==> src/hdl/can_transport_reassembler_unit_macros.svh <==
// Assertion macros for the CAN transport reassembler.
`ifndef CAN_TRANSPORT_REASSEMBLER_UNIT_MACROS_SVH
`define CAN_TRANSPORT_REASSEMBLER_UNIT_MACROS_SVH

`ifndef ASSERT_OFF
`define CANTR_ASSERT_IMPL(lbl, clk, rst_n, ante, cons) \
    lbl: assert property (@(posedge clk) disable iff (!rst_n) (ante) |-> (cons)) \
        else $error("reassembler check failed");
`define CANTR_ASSERT_NEXT(lbl, clk, rst_n, ante, cons) \
    lbl: assert property (@(posedge clk) disable iff (!rst_n) (ante) |=> (cons)) \
        else $error("reassembler check failed");
`else
`define CANTR_ASSERT_IMPL(lbl, clk, rst_n, ante, cons)
`define CANTR_ASSERT_NEXT(lbl, clk, rst_n, ante, cons)
`endif

`endif

==> src/hdl/cantr_pkg.sv <==
// Shared types and constants for the CAN transport reassembler.
package cantr_pkg;

    localparam int BYTE_W  = 8;
    localparam int FLEN_W  = 7;
    localparam int SIZE_W  = 14;
    localparam int SEQ_W   = 6;
    localparam int CIDX_W  = 1;
    localparam int CDATA_W = 14;

    localparam int FRAME_BYTES_MAX_DEFAULT = 64;
    localparam logic [FLEN_W-1:0] FRAME_BYTES_MIN   = 7'd8;
    localparam logic [FLEN_W-1:0] FRAME_BYTES_RESET = 7'd8;
    localparam logic [SIZE_W-1:0] MSG_LIMIT_RESET   = 14'd4095;
    localparam logic [FLEN_W-1:0] POS_SAT           = 7'd127;

    // configuration register indexes
    localparam logic [CIDX_W-1:0] CFG_FRAME_BYTES   = 1'b0;
    localparam logic [CIDX_W-1:0] CFG_MESSAGE_LIMIT = 1'b1;

    typedef enum logic [1:0] {
        FT_SINGLE  = 2'd0,
        FT_FIRST   = 2'd1,
        FT_CONSEC  = 2'd2,
        FT_UNKNOWN = 2'd3
    } t_ftype;

    typedef struct packed {
        logic [BYTE_W-1:0] frame_byte;
        logic [FLEN_W-1:0] frame_len;
        logic              frame_start;
    } t_item;

    typedef struct packed {
        logic              receiving;
        logic [SIZE_W-1:0] message_size;
        logic [SIZE_W-1:0] received_count;
        logic [SIZE_W-1:0] frame_base;
        logic [SEQ_W-1:0]  sequence_expected;
        logic [FLEN_W-1:0] byte_position;
        t_ftype            frame_type;
        logic              frame_accepted;
        logic [SEQ_W-1:0]  size_high_bits;
        logic [FLEN_W-1:0] frame_take;
        logic [FLEN_W-1:0] frame_length;
    } t_state;

    typedef struct packed {
        logic              store_valid;
        logic [SIZE_W-1:0] store_addr;
        logic [BYTE_W-1:0] store_byte;
        logic              msg_done;
        logic [SIZE_W-1:0] msg_size;
        logic              frame_reject;
    } t_result;

endpackage

==> src/hdl/cantr_if.sv <==
// Channel interfaces: frame bytes in, buffer writes out, register writes.
interface cantr_in_if;
    logic                           valid;
    logic                           ready;
    logic [cantr_pkg::BYTE_W-1:0]   frame_byte;
    logic [cantr_pkg::FLEN_W-1:0]   frame_len;
    logic                           frame_start;
    modport source (output valid, frame_byte, frame_len, frame_start, input ready);
    modport sink   (input valid, frame_byte, frame_len, frame_start, output ready);
endinterface

interface cantr_out_if;
    logic                           valid;
    logic                           ready;
    logic                           store_valid;
    logic [cantr_pkg::SIZE_W-1:0]   store_addr;
    logic [cantr_pkg::BYTE_W-1:0]   store_byte;
    logic                           msg_done;
    logic [cantr_pkg::SIZE_W-1:0]   msg_size;
    logic                           frame_reject;
    modport source (output valid, store_valid, store_addr, store_byte, msg_done, msg_size,
                    frame_reject, input ready);
    modport sink   (input valid, store_valid, store_addr, store_byte, msg_done, msg_size,
                    frame_reject, output ready);
endinterface

interface cantr_cfg_if;
    logic                           valid;
    logic                           ready;
    logic [cantr_pkg::CIDX_W-1:0]   reg_index;
    logic [cantr_pkg::CDATA_W-1:0]  wr_data;
    modport source (output valid, reg_index, wr_data, input ready);
    modport sink   (input valid, reg_index, wr_data, output ready);
endinterface

==> src/hdl/cantr_step.sv <==
// Per-byte next-state and result logic of the reassembler.
module cantr_step #(
    parameter int MAX_FRAME_BYTES = cantr_pkg::FRAME_BYTES_MAX_DEFAULT
) (
    input  cantr_pkg::t_item                  i_item,
    input  cantr_pkg::t_state                 i_state,
    input  logic [cantr_pkg::FLEN_W-1:0]      i_frame_bytes,
    input  logic [cantr_pkg::SIZE_W-1:0]      i_message_limit,
    output cantr_pkg::t_state                 o_state,
    output cantr_pkg::t_result                o_result
);
    import cantr_pkg::*;

    localparam logic [FLEN_W-1:0] FB_MAX = FLEN_W'(MAX_FRAME_BYTES);

    logic [FLEN_W-1:0] fb;
    logic [SEQ_W-1:0]  low6;
    logic [SIZE_W-1:0] ff_size;
    logic [SIZE_W-1:0] remain;
    logic              remain_fits;
    logic [FLEN_W-1:0] cf_take;
    logic              active;
    t_state            n;
    t_result           res;

    // frame size register saturated to the supported range
    always_comb begin
        if (i_frame_bytes < FRAME_BYTES_MIN) begin
            fb = FRAME_BYTES_MIN;
        end else if (i_frame_bytes > FB_MAX) begin
            fb = FB_MAX;
        end else begin
            fb = i_frame_bytes;
        end
    end

    assign low6        = i_item.frame_byte[SEQ_W-1:0];
    assign ff_size     = {i_state.size_high_bits, i_item.frame_byte};
    assign remain      = i_state.message_size - i_state.received_count;
    assign remain_fits = (remain < SIZE_W'(fb));
    assign cf_take     = remain_fits ? remain[FLEN_W-1:0] : (fb - 7'd1);

    always_comb begin
        n   = i_state;
        res = '0;
        if (i_item.frame_start) begin
            n.frame_length   = i_item.frame_len;
            n.byte_position  = '0;
            n.frame_accepted = 1'b0;
            n.frame_take     = '0;
            n.frame_type     = t_ftype'(i_item.frame_byte[BYTE_W-1:BYTE_W-2]);
        end
        active = (i_item.frame_start || (n.byte_position != '0))
                 && (n.byte_position < n.frame_length);
        if (active) begin
            if (n.byte_position == '0) begin
                case (n.frame_type)
                    FT_SINGLE: begin
                        n.message_size = SIZE_W'(low6);
                        if ((SIZE_W'(low6) > i_message_limit) || (FLEN_W'(low6) >= fb)
                            || (FLEN_W'(low6) >= n.frame_length)) begin
                            res.frame_reject = 1'b1;
                        end else begin
                            n.frame_accepted = 1'b1;
                            n.frame_take     = FLEN_W'(low6);
                            n.receiving      = 1'b0;
                            res.msg_done     = (low6 == '0);
                        end
                    end
                    FT_FIRST: begin
                        n.size_high_bits = low6;
                        res.frame_reject = (n.frame_length < 7'd2);
                    end
                    FT_CONSEC: begin
                        if (!i_state.receiving) begin
                            res.frame_reject = 1'b1;
                        end else if (low6 != i_state.sequence_expected) begin
                            n.receiving      = 1'b0;
                            res.frame_reject = 1'b1;
                        end else if (cf_take >= n.frame_length) begin
                            n.receiving      = 1'b0;
                            res.frame_reject = 1'b1;
                        end else begin
                            n.frame_accepted    = 1'b1;
                            n.frame_take        = cf_take;
                            n.frame_base        = i_state.received_count;
                            n.received_count    = i_state.received_count + SIZE_W'(cf_take);
                            n.sequence_expected = i_state.sequence_expected + 6'd1;
                            // whole remainder fits: message complete
                            if (remain_fits) begin
                                n.receiving  = 1'b0;
                                res.msg_done = (cf_take == '0);
                            end
                        end
                    end
                    default: begin
                        n.receiving      = 1'b0;
                        res.frame_reject = 1'b1;
                    end
                endcase
            end else if ((n.frame_type == FT_FIRST) && (n.byte_position == 7'd1)) begin
                n.message_size = ff_size;
                if ((ff_size > i_message_limit) || (ff_size < SIZE_W'(fb))
                    || (n.frame_length < fb)) begin
                    res.frame_reject = 1'b1;
                end else begin
                    n.frame_accepted    = 1'b1;
                    n.frame_take        = fb - 7'd2;
                    n.received_count    = SIZE_W'(fb - 7'd2);
                    n.sequence_expected = 6'd1;
                    n.receiving         = 1'b1;
                end
            end else if (n.frame_accepted) begin
                if (n.frame_type == FT_FIRST) begin
                    if ((n.byte_position - 7'd2) < n.frame_take) begin
                        res.store_valid = 1'b1;
                        res.store_addr  = SIZE_W'(n.byte_position - 7'd2);
                        res.store_byte  = i_item.frame_byte;
                    end
                end else if (n.byte_position <= n.frame_take) begin
                    res.store_valid = 1'b1;
                    res.store_byte  = i_item.frame_byte;
                    if (n.frame_type == FT_SINGLE) begin
                        res.store_addr = SIZE_W'(n.byte_position - 7'd1);
                        res.msg_done   = (n.byte_position == n.frame_take);
                    end else begin
                        res.store_addr = n.frame_base + SIZE_W'(n.byte_position - 7'd1);
                        res.msg_done   = (n.byte_position == n.frame_take) && !n.receiving;
                    end
                end
            end
            if (n.byte_position < POS_SAT) begin
                n.byte_position = n.byte_position + 7'd1;
            end
        end
        res.msg_size = res.msg_done ? n.message_size : '0;
    end

    assign o_state  = n;
    assign o_result = res;

endmodule

==> src/hdl/cantr_oreg.sv <==
// Output register holding one result beat until the sink takes it.
module cantr_oreg (
    input  logic                i_clk,
    input  logic                i_rst_n,
    input  logic                i_load,
    input  cantr_pkg::t_result  i_result,
    output logic                o_can_load,
    cantr_out_if.source         o_out
);
    import cantr_pkg::*;

    logic    r_valid;
    t_result r_result;

    assign o_can_load = !r_valid || o_out.ready;

    always_ff @(posedge i_clk) begin
        if (!i_rst_n) begin
            r_valid <= 1'b0;
        end else if (o_can_load) begin
            r_valid <= i_load;
        end
    end

    always_ff @(posedge i_clk) begin
        if (i_load && o_can_load) begin
            r_result <= i_result;
        end
    end

    assign o_out.valid        = r_valid;
    assign o_out.store_valid  = r_result.store_valid;
    assign o_out.store_addr   = r_result.store_addr;
    assign o_out.store_byte   = r_result.store_byte;
    assign o_out.msg_done     = r_result.msg_done;
    assign o_out.msg_size     = r_result.msg_size;
    assign o_out.frame_reject = r_result.frame_reject;

endmodule

==> src/hdl/can_transport_reassembler_unit.sv <==
// Latency: a result beat appears in the cycle after its frame byte is taken.
// Throughput: one frame byte per cycle; the output register is the only stage,
// and the byte channel stalls only while that register holds an untaken beat.
// Reassembly state updates in the same edge that accepts the byte.
// Reset (synchronous, active low) clears reassembly state and the output valid,
// and loads frame_bytes = 8 and message_limit = 4095.
`include "can_transport_reassembler_unit_macros.svh"

module can_transport_reassembler_unit #(
    parameter int MAX_FRAME_BYTES = cantr_pkg::FRAME_BYTES_MAX_DEFAULT
) (
    input  logic          i_clk,
    input  logic          i_rst_n,
    cantr_in_if.sink      i_frame,
    cantr_cfg_if.sink     i_cfg,
    cantr_out_if.source   o_result
);
    import cantr_pkg::*;

    // configuration registers
    logic [FLEN_W-1:0] r_frame_bytes;
    logic [SIZE_W-1:0] r_message_limit;

    // reassembly context
    t_state  r_state;
    t_state  n_state;
    t_item   item;
    t_result step_res;
    logic    can_load;
    logic    accept;

    assign i_cfg.ready = 1'b1;

    always_ff @(posedge i_clk) begin
        if (!i_rst_n) begin
            r_frame_bytes   <= FRAME_BYTES_RESET;
            r_message_limit <= MSG_LIMIT_RESET;
        end else if (i_cfg.valid) begin
            case (i_cfg.reg_index)
                CFG_FRAME_BYTES:   r_frame_bytes   <= i_cfg.wr_data[FLEN_W-1:0];
                CFG_MESSAGE_LIMIT: r_message_limit <= i_cfg.wr_data[SIZE_W-1:0];
                default: begin
                end
            endcase
        end
    end

    // a byte is taken whenever the output register can accept its beat
    assign i_frame.ready = can_load;
    assign accept        = i_frame.valid && can_load;

    assign item.frame_byte  = i_frame.frame_byte;
    assign item.frame_len   = i_frame.frame_len;
    assign item.frame_start = i_frame.frame_start;

    cantr_step #(
        .MAX_FRAME_BYTES (MAX_FRAME_BYTES)
    ) u_step (
        .i_item          (item),
        .i_state         (r_state),
        .i_frame_bytes   (r_frame_bytes),
        .i_message_limit (r_message_limit),
        .o_state         (n_state),
        .o_result        (step_res)
    );

    // context moves on only with an accepted byte
    always_ff @(posedge i_clk) begin
        if (!i_rst_n) begin
            r_state <= '0;
        end else if (accept) begin
            r_state <= n_state;
        end
    end

    cantr_oreg u_oreg (
        .i_clk      (i_clk),
        .i_rst_n    (i_rst_n),
        .i_load     (i_frame.valid),
        .i_result   (step_res),
        .o_can_load (can_load),
        .o_out      (o_result)
    );

    // every accepted byte yields a beat on the next cycle
    `CANTR_ASSERT_NEXT(a_beat_follows, i_clk, i_rst_n, accept, o_result.valid)
    // a dropped frame never stores or completes on the judging byte
    `CANTR_ASSERT_IMPL(a_reject_excl, i_clk, i_rst_n,
        o_result.valid && o_result.frame_reject,
        !o_result.store_valid && !o_result.msg_done)
    // idle store lanes are zeroed
    `CANTR_ASSERT_IMPL(a_store_zero, i_clk, i_rst_n,
        o_result.valid && !o_result.store_valid,
        (o_result.store_addr == '0) && (o_result.store_byte == '0))
    // a first frame in flight always has at least its two header bytes
    `CANTR_ASSERT_IMPL(a_ff_take, i_clk, i_rst_n,
        r_state.frame_accepted && (r_state.frame_type == FT_FIRST),
        r_state.byte_position >= 7'd2)

endmodule

==> src/flat_wrapper.sv <==
// flat-port wrapper written by rule: the top's interface ports become plain ports
module can_transport_reassembler_unit_flat import cantr_pkg::*;
#(
    parameter int MAX_FRAME_BYTES = cantr_pkg::FRAME_BYTES_MAX_DEFAULT
)
  (i_clk, i_rst_n, i_frame_valid, i_frame_frame_byte, i_frame_frame_len, i_frame_frame_start, i_frame_ready, i_cfg_valid, i_cfg_reg_index, i_cfg_wr_data, i_cfg_ready, o_result_valid, o_result_store_valid, o_result_store_addr, o_result_store_byte, o_result_msg_done, o_result_msg_size, o_result_frame_reject, o_result_ready);
  cantr_in_if i_frame_i ();
  cantr_cfg_if i_cfg_i ();
  cantr_out_if o_result_i ();
  input  logic i_clk;
  input  logic i_rst_n;
  input wire logic [$bits(i_frame_i.valid)-1:0] i_frame_valid;
  input wire logic [$bits(i_frame_i.frame_byte)-1:0] i_frame_frame_byte;
  input wire logic [$bits(i_frame_i.frame_len)-1:0] i_frame_frame_len;
  input wire logic [$bits(i_frame_i.frame_start)-1:0] i_frame_frame_start;
  output wire logic [$bits(i_frame_i.ready)-1:0] i_frame_ready;
  input wire logic [$bits(i_cfg_i.valid)-1:0] i_cfg_valid;
  input wire logic [$bits(i_cfg_i.reg_index)-1:0] i_cfg_reg_index;
  input wire logic [$bits(i_cfg_i.wr_data)-1:0] i_cfg_wr_data;
  output wire logic [$bits(i_cfg_i.ready)-1:0] i_cfg_ready;
  output wire logic [$bits(o_result_i.valid)-1:0] o_result_valid;
  output wire logic [$bits(o_result_i.store_valid)-1:0] o_result_store_valid;
  output wire logic [$bits(o_result_i.store_addr)-1:0] o_result_store_addr;
  output wire logic [$bits(o_result_i.store_byte)-1:0] o_result_store_byte;
  output wire logic [$bits(o_result_i.msg_done)-1:0] o_result_msg_done;
  output wire logic [$bits(o_result_i.msg_size)-1:0] o_result_msg_size;
  output wire logic [$bits(o_result_i.frame_reject)-1:0] o_result_frame_reject;
  input wire logic [$bits(o_result_i.ready)-1:0] o_result_ready;
  assign i_frame_i.valid = i_frame_valid;
  assign i_frame_i.frame_byte = i_frame_frame_byte;
  assign i_frame_i.frame_len = i_frame_frame_len;
  assign i_frame_i.frame_start = i_frame_frame_start;
  assign i_frame_ready = i_frame_i.ready;
  assign i_cfg_i.valid = i_cfg_valid;
  assign i_cfg_i.reg_index = i_cfg_reg_index;
  assign i_cfg_i.wr_data = i_cfg_wr_data;
  assign i_cfg_ready = i_cfg_i.ready;
  assign o_result_valid = o_result_i.valid;
  assign o_result_store_valid = o_result_i.store_valid;
  assign o_result_store_addr = o_result_i.store_addr;
  assign o_result_store_byte = o_result_i.store_byte;
  assign o_result_msg_done = o_result_i.msg_done;
  assign o_result_msg_size = o_result_i.msg_size;
  assign o_result_frame_reject = o_result_i.frame_reject;
  assign o_result_i.ready = o_result_ready;
  can_transport_reassembler_unit #(.MAX_FRAME_BYTES(MAX_FRAME_BYTES)) u_core (.i_clk(i_clk), .i_rst_n(i_rst_n), .i_frame(i_frame_i), .i_cfg(i_cfg_i), .o_result(o_result_i));
endmodule
==> config.mk <==
export PLATFORM = sky130hd
export DESIGN_NAME = can_transport_reassembler_unit_flat
export DESIGN_NICKNAME = d
export VERILOG_FILES = /design/src/hdl/cantr_pkg.sv /design/src/hdl/cantr_if.sv /design/src/hdl/cantr_step.sv /design/src/hdl/cantr_oreg.sv /design/src/hdl/can_transport_reassembler_unit.sv /design/src/flat_wrapper.sv
export VERILOG_INCLUDE_DIRS = /design/src /design/src/hdl
export SDC_FILE = /design/constraint.sdc
export NUM_CORES = 1
export LEC_CHECK = 0
export BUFFER_PORTS_ARGS = -buffer_cell sky130_fd_sc_hd__buf_2
export CORE_ASPECT_RATIO = 0.9
export CORE_MARGIN = 2
export CORE_UTILIZATION = 56
export DETAILED_ROUTE_END_ITERATION = 10
export GPL_TIMING_DRIVEN = 0
export PLACE_DENSITY_LB_ADDON = 0.05
export SYNTH_ARGS = -nofsm -noshare
export SYNTH_HDL_FRONTEND = slang
export SYNTH_SLANG_ARGS = --single-unit
==> constraint.sdc <==
create_clock -name i_clk -period 5.5 [get_ports i_clk]
set_input_delay 1.1 -clock i_clk [delete_from_list [all_inputs] [get_ports i_clk]]
set_output_delay 1.1 -clock i_clk [all_outputs]
set_load 0.03 [all_outputs]
=== Yosys cells after proc, flatten, opt, wreduce, memory -nomap -nowiden ===
Cells that the tools add are included.

* Bits in registers: 140
* Input port bits: 36
* Output and inout port bits: 42

* $add $sub $neg: 11
* Order comparisons: 15
* Equal/unequal tests: 12
* Multiplexer cells: 69
* Bitwise gates (word level): 5
* Reduce and logical (&&, ||, !) cells: 25

{| class="wikitable"
|+ Operators by type and width
! kind !! count
|-
| two-way mux 34 bit || 4
|-
| two-way mux 14 bit || 6
|-
| two-way mux 7 bit || 11
|-
| two-way mux 24 bit || 3
|-
| two-way mux 29 bit || 2
|-
| two-way mux 55 bit || 1
|-
| two-way mux 23 bit || 2
|-
| two-way mux 6 bit || 5
|-
| two-way mux 1 bit || 29
|-
| < comparator 14 x 7 -> 1 bit || 2
|-
| < comparator 7 bit || 3
|-
| subtractor 7 x 2 -> 8 bit (second input constant) || 2
|-
| adder 14 bit || 1
|-
| adder 14 x 7 -> 14 bit || 1
|-
| greater-or-equal comparator 6 x 7 -> 1 bit || 2
|-
| > comparator 14 bit || 1
|-
| > comparator 6 x 14 -> 1 bit || 1
|-
| logical NOT 7 bit || 2
|-
| one-hot mux 7 bit (2 select lines) || 1
|-
| subtractor 14 bit || 1
|-
| subtractor 7 x 2 -> 7 bit (second input constant) || 2
|-
| two-way mux 10 bit || 1
|-
| inequality test 2 bit (second input constant) || 4
|-
| AND reduction 8 bit || 1
|-
| 32 further kinds || 49
|}

=== Longest topological paths before layout ===
* Word-level depth: 13
* Gate-level depth with buffers: 28
* Gate-level depth less buffers: 27

=== Modules after synthesis ===
A second synthesis with hierarchy kept.

* Cell total of the unflattened synthesis: 1354
* Area total of the unflattened synthesis: 10882.9 um^2

{| class="wikitable"
|+ By module, submodules not included
! module !! times used !! cells an instance !! area an instance (um^2) !! sequential area each (um^2)
|-
| cantr_step || 1 || 853 || 5783.0 || 0.0
|-
| can_transport_reassembler_unit || 1 || 457 || 3871.2 || 2001.9
|-
| cantr_oreg || 1 || 44 || 1228.7 || 1191.1
|}

=== Worst setup path after synthesis ===
No wires, ideal clock.

* Path kind: register to register
* Start: reg u_core.r_state[51] (netlist name)
* End: reg u_core.r_state[35] (netlist name)
* Setup time: 0.071 ns
* Arrival time: 5.391 ns
* Data required time: 5.429 ns
* Setup slack: 0.038 ns
* Cell stages (with the launch flop): 26
* Cells stage by stage: dfxtp_1 > inv_1 > ha_1 > nand2b_1 > a21boi_0 > or3_1 > and2_1 > ha_1 > a21o_1 > a211oi_1 > a21oi_1 > nor4_1 > o21ai_0 > nor3_2 > buf_4 > mux2i_1 > ha_1 > a21oi_1 > nor2b_1 > nor4_1 > nand3_1 > nor2_1 > a21oi_2 > buf_2 > or4_1 > a21oi_1

* Cells in the longest elaborated chain, start to end: 6

{| class="wikitable"
|+ Ends and longest elaborated chain
! item !! RTL line !! source
|-
| start: declaration || can_transport_reassembler_unit.sv:25 || <nowiki>t_state r_state;</nowiki>
|-
| start signal: assignment || can_transport_reassembler_unit.sv:72 || <nowiki>r_state <= n_state;</nowiki>
|-
| subtractor 14 bit (*) || cantr_step.sv:39 || <nowiki>assign remain = i_state.message_size - i_state.received_count;</nowiki>
|-
| < comparator 14 x 7 -> 1 bit || cantr_step.sv:40 || <nowiki>assign remain_fits = (remain < SIZE_W'(fb));</nowiki>
|-
| two-way mux 7 bit (*) || cantr_step.sv:41 || <nowiki>assign cf_take = remain_fits ? remain[FLEN_W-1:0] : (fb - 7'd1);</nowiki>
|-
| greater-or-equal comparator 7 bit (*) || cantr_step.sv:80 || <nowiki>end else if (cf_take >= n.frame_length) begin</nowiki>
|-
| inequality test 2 bit (no source line) (*) || -- ||
|-
| AND reduction 8 bit (no source line) (*) || -- ||
|}

Mark *: on every way between the ends. The rest lies on a longest branch, timed or not.
A chain may end at the register's enable or synchronous reset.

=== Final worst setup path ===
* Start: reg u_core.r_state[51] (netlist name)
* End: reg u_core.r_state[10] (netlist name)

* Cells in the longest elaborated chain, start to end: 10

{| class="wikitable"
|+ Ends and longest elaborated chain
! item !! RTL line !! source
|-
| subtractor 14 bit (*) || cantr_step.sv:39 ||
|-
| < comparator 14 x 7 -> 1 bit || cantr_step.sv:40 ||
|-
| two-way mux 7 bit (*) || cantr_step.sv:41 ||
|-
| greater-or-equal comparator 7 bit || cantr_step.sv:80 ||
|-
| two-way mux 7 bit (*) || cantr_step.sv:80 ||
|-
| two-way mux 7 bit (*) || cantr_step.sv:77 || <nowiki>end else if (low6 != i_state.sequence_expected) begin</nowiki>
|-
| two-way mux 7 bit (*) || cantr_step.sv:75 || <nowiki>if (!i_state.receiving) begin</nowiki>
|-
| one-hot mux 7 bit (2 select lines) (*) || cantr_step.sv:57 || <nowiki>case (n.frame_type)</nowiki>
|-
| two-way mux 7 bit (*) || cantr_step.sv:56 || <nowiki>if (n.byte_position == '0) begin</nowiki>
|-
| two-way mux 14 bit (*) || cantr_step.sv:55 || <nowiki>if (active) begin</nowiki>
|}

Marks and branches as above.

==> impl_metrics.toml <==
[status]
status = "complete, but fails checks"
violations = "negative setup slack"

[cells_and_area]
antenna_cells = 0
layout.cells.non_filler = 1641
drive_gt1_frac = 0.213
layout.nets = 1530
areaGrowthSynthToFinish_pct = 22.1
fillCellCount = 1532
utilization = 0.691
finalInstanceArea_um2 = 12600

[clock_tree]
path_clk_slew_ns = 0.07
cts_tree = "yes"
cts_buffers = 17
insertion_delay_ns = 0.44
hold_buffers = 0
cts_num_sinks = 140
cts_buffer_depth = 2
htree_levels = 4
clock-root-buffer = "clkbuf_16"

[synthesis]
synth-main-ff-cell = "dfxtp_1"
ys_seq_area_frac = 0.309
synth_edf_count = 39
synth_top_area_cell = "dfxtp_1"
syn_area_um2 = 10300
syn_area_per_cell_um2 = 8.29
synth_top_cells_by_area = "dfxtp_1 (20%), ha_1 (13%), edfxtp_1 (11%)"
yosys_warnings = 0
synthTopCellsByCount = "nand2_1 (117), nor2_1 (117), ha_1 (108)"
synth-async-reset-ratio = 0
synthDistinctLibCells = 83
synth-seq-cells = 140
synthDominantCellAreaShare = 0.196
syn-num-nets = 1391
syn_inst = 1244

[pwr]
power.internal_uw = 2050
swShare = 0.345
clkPwrFrac = 0.359
p_seq_frac = 0.356
leakage_uw = 0.00514
ir_drop_uv = 232
p_sw_uw = 1080
combPwrFrac = 0.285
power.density_nw_per_um2 = 248

[route]
dr.pass1.iters = 5
vias = 10400
wl_um = 33600
drtIter0Drc = 909
avgViaCountPerCell = 6.34
antenna_left = 0
post_drt_wl_per_cell_um = 20.5
drc = 0

[worst_setup_path]
critPathLaunchType = "flip-flop"
end_kind = "flip-flop"
worstSetupPathType = "flip-flop to flip-flop"
arrival_ns = 5.97
cp_max_fo = 6
required_ns = 5.84

[timing]
relSlewSlack = 0.138
fin_ws_ns = -0.131
fin_crit_sh = 1.02
tns_ns = -1.68
rsz0062_at_grt = "true"
hold_viol = 0
fin_skew_ns = 0.0102
maxSlewViolCount = 0
timing.fmax_mhz = 178
final-setup-viol-count = 32
worst_pin_slew_ns = 1.28
period_minus_slack_ns = 5.63

[floorplanning]
start_util = 0.566
rows = 47
die_height_um = 133
die_x_um = 147
core-area_um2 = 18200
die-area_um2 = 19500
io_pins = 78

[global_route]
antenna_found_initial = 0
grt_util_all_layers = 0.329
grt_overflow = 0
grt_pass1_wl_um = 50300
grt_max_degree = 39
first_global_vias = 9185

[placed_design]
place_congestion = 0.993
placed_cells = 1565
dpl.hpwl_um = 23900
dpl_cell_area_um2 = 11000
post-place-ws_ns = -1.45
io_buffer_count = 75

[job]
maxCapViolations = 0

[worst_hold_path]
worstHoldPathType = "flip-flop to flip-flop"
-- state kept, by name, indices dropped and copies added (netlist names) --
| signal | cells |
|---|---|
| u_core.u_oreg.o_out.store_byte | 8 |
| u_core.u_oreg.o_out.frame_reject | 1 |
| u_core.r_message_limit | 14 |
| u_core.u_oreg.o_out.msg_done | 1 |
| u_core.r_state | 79 |
| u_core.u_oreg.o_out.store_valid | 1 |
| u_core.u_oreg.o_out.store_addr | 14 |
| u_core.r_frame_bytes | 7 |
| u_core.u_oreg.o_out.valid | 1 |
| u_core.u_oreg.o_out.msg_size | 14 |
-- worst paths after layout --
kind / startpoint / cells after the start / to / slack (ns)
worst min register to register: u_core.r_state[39] / 2 / u_core.r_state[39] / 0.46
worst min-delay path: u_core.r_state[39] / 2 / u_core.r_state[39] / 0.46
worst max-delay path: u_core.r_state[51] / 27 / u_core.r_state[10] / -0.13
worst max register to register: u_core.r_state[51] / 27 / u_core.r_state[10] / -0.13
-- critical path: stages (launching register included) --
cell and delay, ns:
dfxtp_4 0.37, inv_2 0.06, ha_1 0.28, nand2b_1 0.12, a21boi_0 0.14, or3_1 0.37, and2_4 0.20, ha_1 0.30
a21o_1 0.18, a211oi_2 0.23, a21oi_2 0.13, nor4_2 0.30, o21ai_2 0.15, nor3_4 0.20, buf_6 0.18, buf_4 0.13
a21oi_2 0.06, buf_4 0.16, ha_1 0.27, o21ai_0 0.08, o21ai_0 0.17, o211ai_1 0.20, and3_4 0.24, buf_12 0.15
a211oi_1 0.43, a211oi_2 0.12, o22a_1 0.20, o31a_1 0.10
-- placed cells by master (no fill, tap or decap), types with 6 or more instances in the layout --
cell type / count
mux2i_1: 29
xor2_1: 7
a22oi_1: 20
inv_1: 72
clkbuf_1: 35
buf_4: 39
xnor2_1: 24
and3_1: 10
o21ai_0: 38
or3_1: 10
nand2b_1: 10
o31ai_1: 12
a21boi_0: 7
o21ai_2: 7
a21oi_1: 69
nor2b_1: 19
o211ai_1: 19
nor4_1: 9
o21a_1: 16
nand3_1: 29
dfxtp_1: 95
and2_1: 13
a21o_1: 16
clkbuf_16: 17
nand2_1: 116
nand4_1: 8
a31oi_1: 13
buf_2: 82
a211oi_1: 23
nor2_1: 112
a2111oi_0: 6
edfxtp_1: 39
o21ai_1: 9
nor3_1: 33
a21oi_2: 21
nor3_2: 11
ha_4: 8
ha_1: 98
buf_6: 11
-- logic make-up (layout without fill, tap and decap cells) --
kind of cell    Yosys count  count (layout)  synth area share
simple gates            433             434             0.203
compound gates          354             354             0.231
flops                   140             140             0.309
buf+inv                 132             283            0.0513
fa+ha+maj               111             111             0.137
mux                      39              39            0.0387
xor+xnor                 34              34            0.0289
other cells               1               1          0.000363
-- power groups by stage --
stage	registers (uW)	clock network, uW	logic, uW
final	1110	1120	892
after global routing	1120	1170	954
after CTS	1110	1130	740
after detailed placement	1140	0	662
after global placement	1140	0	653
after floorplan	1160	0	439
-- per-layer routing --
metal	wire length, um	GRT usage	share of wire
met1	15100	0.479	0.45
met2	14200	0.474	0.42
met3	3000	0.0710	0.089
met4	1280	0.131	0.038
met5	0	0	0
-- timing repair --
action	4_1_cts	5_1_grt
gates resized for setup	41	127
gates cloned	0	3
endpoints found under the setup margin	60	66
pin swaps	8	59
buffers inserted	16	26
-- area by class of cell --
| type | count | area [um2] | area share |
|---|---|---|---|
| Clock buffer | 18 | 429 | 0.0341 |
| Buffer | 53 | 264 | 0.0210 |
| Inverter | 78 | 293 | 0.0232 |
| Clock inverter | 14 | 128 | 0.0101 |
| Sequential cell | 140 | 3210 | 0.254 |
| Multi-Input combinational cell | 973 | 7220 | 0.573 |
| Timing Repair Buffer | 120 | 758 | 0.0602 |
| Tap cell | 245 | 307 | 0.0243 |
-- through the flow --
| stage | hold WS (ns) | power, uW |
|---|---|---|
| 2_1_floorplan | 0.436 | 1600 |
| 4_1_cts | 0.462 | 2980 |
| 3_3_place_gp | 0.447 | 1790 |
| 3_5_place_dp | 0.452 | 1800 |
| 5_1_grt | 0.491 | 3240 |
| 6_report | 0.459 | 3130 |
Note: power is estimated with default switching activity, not from simulation.
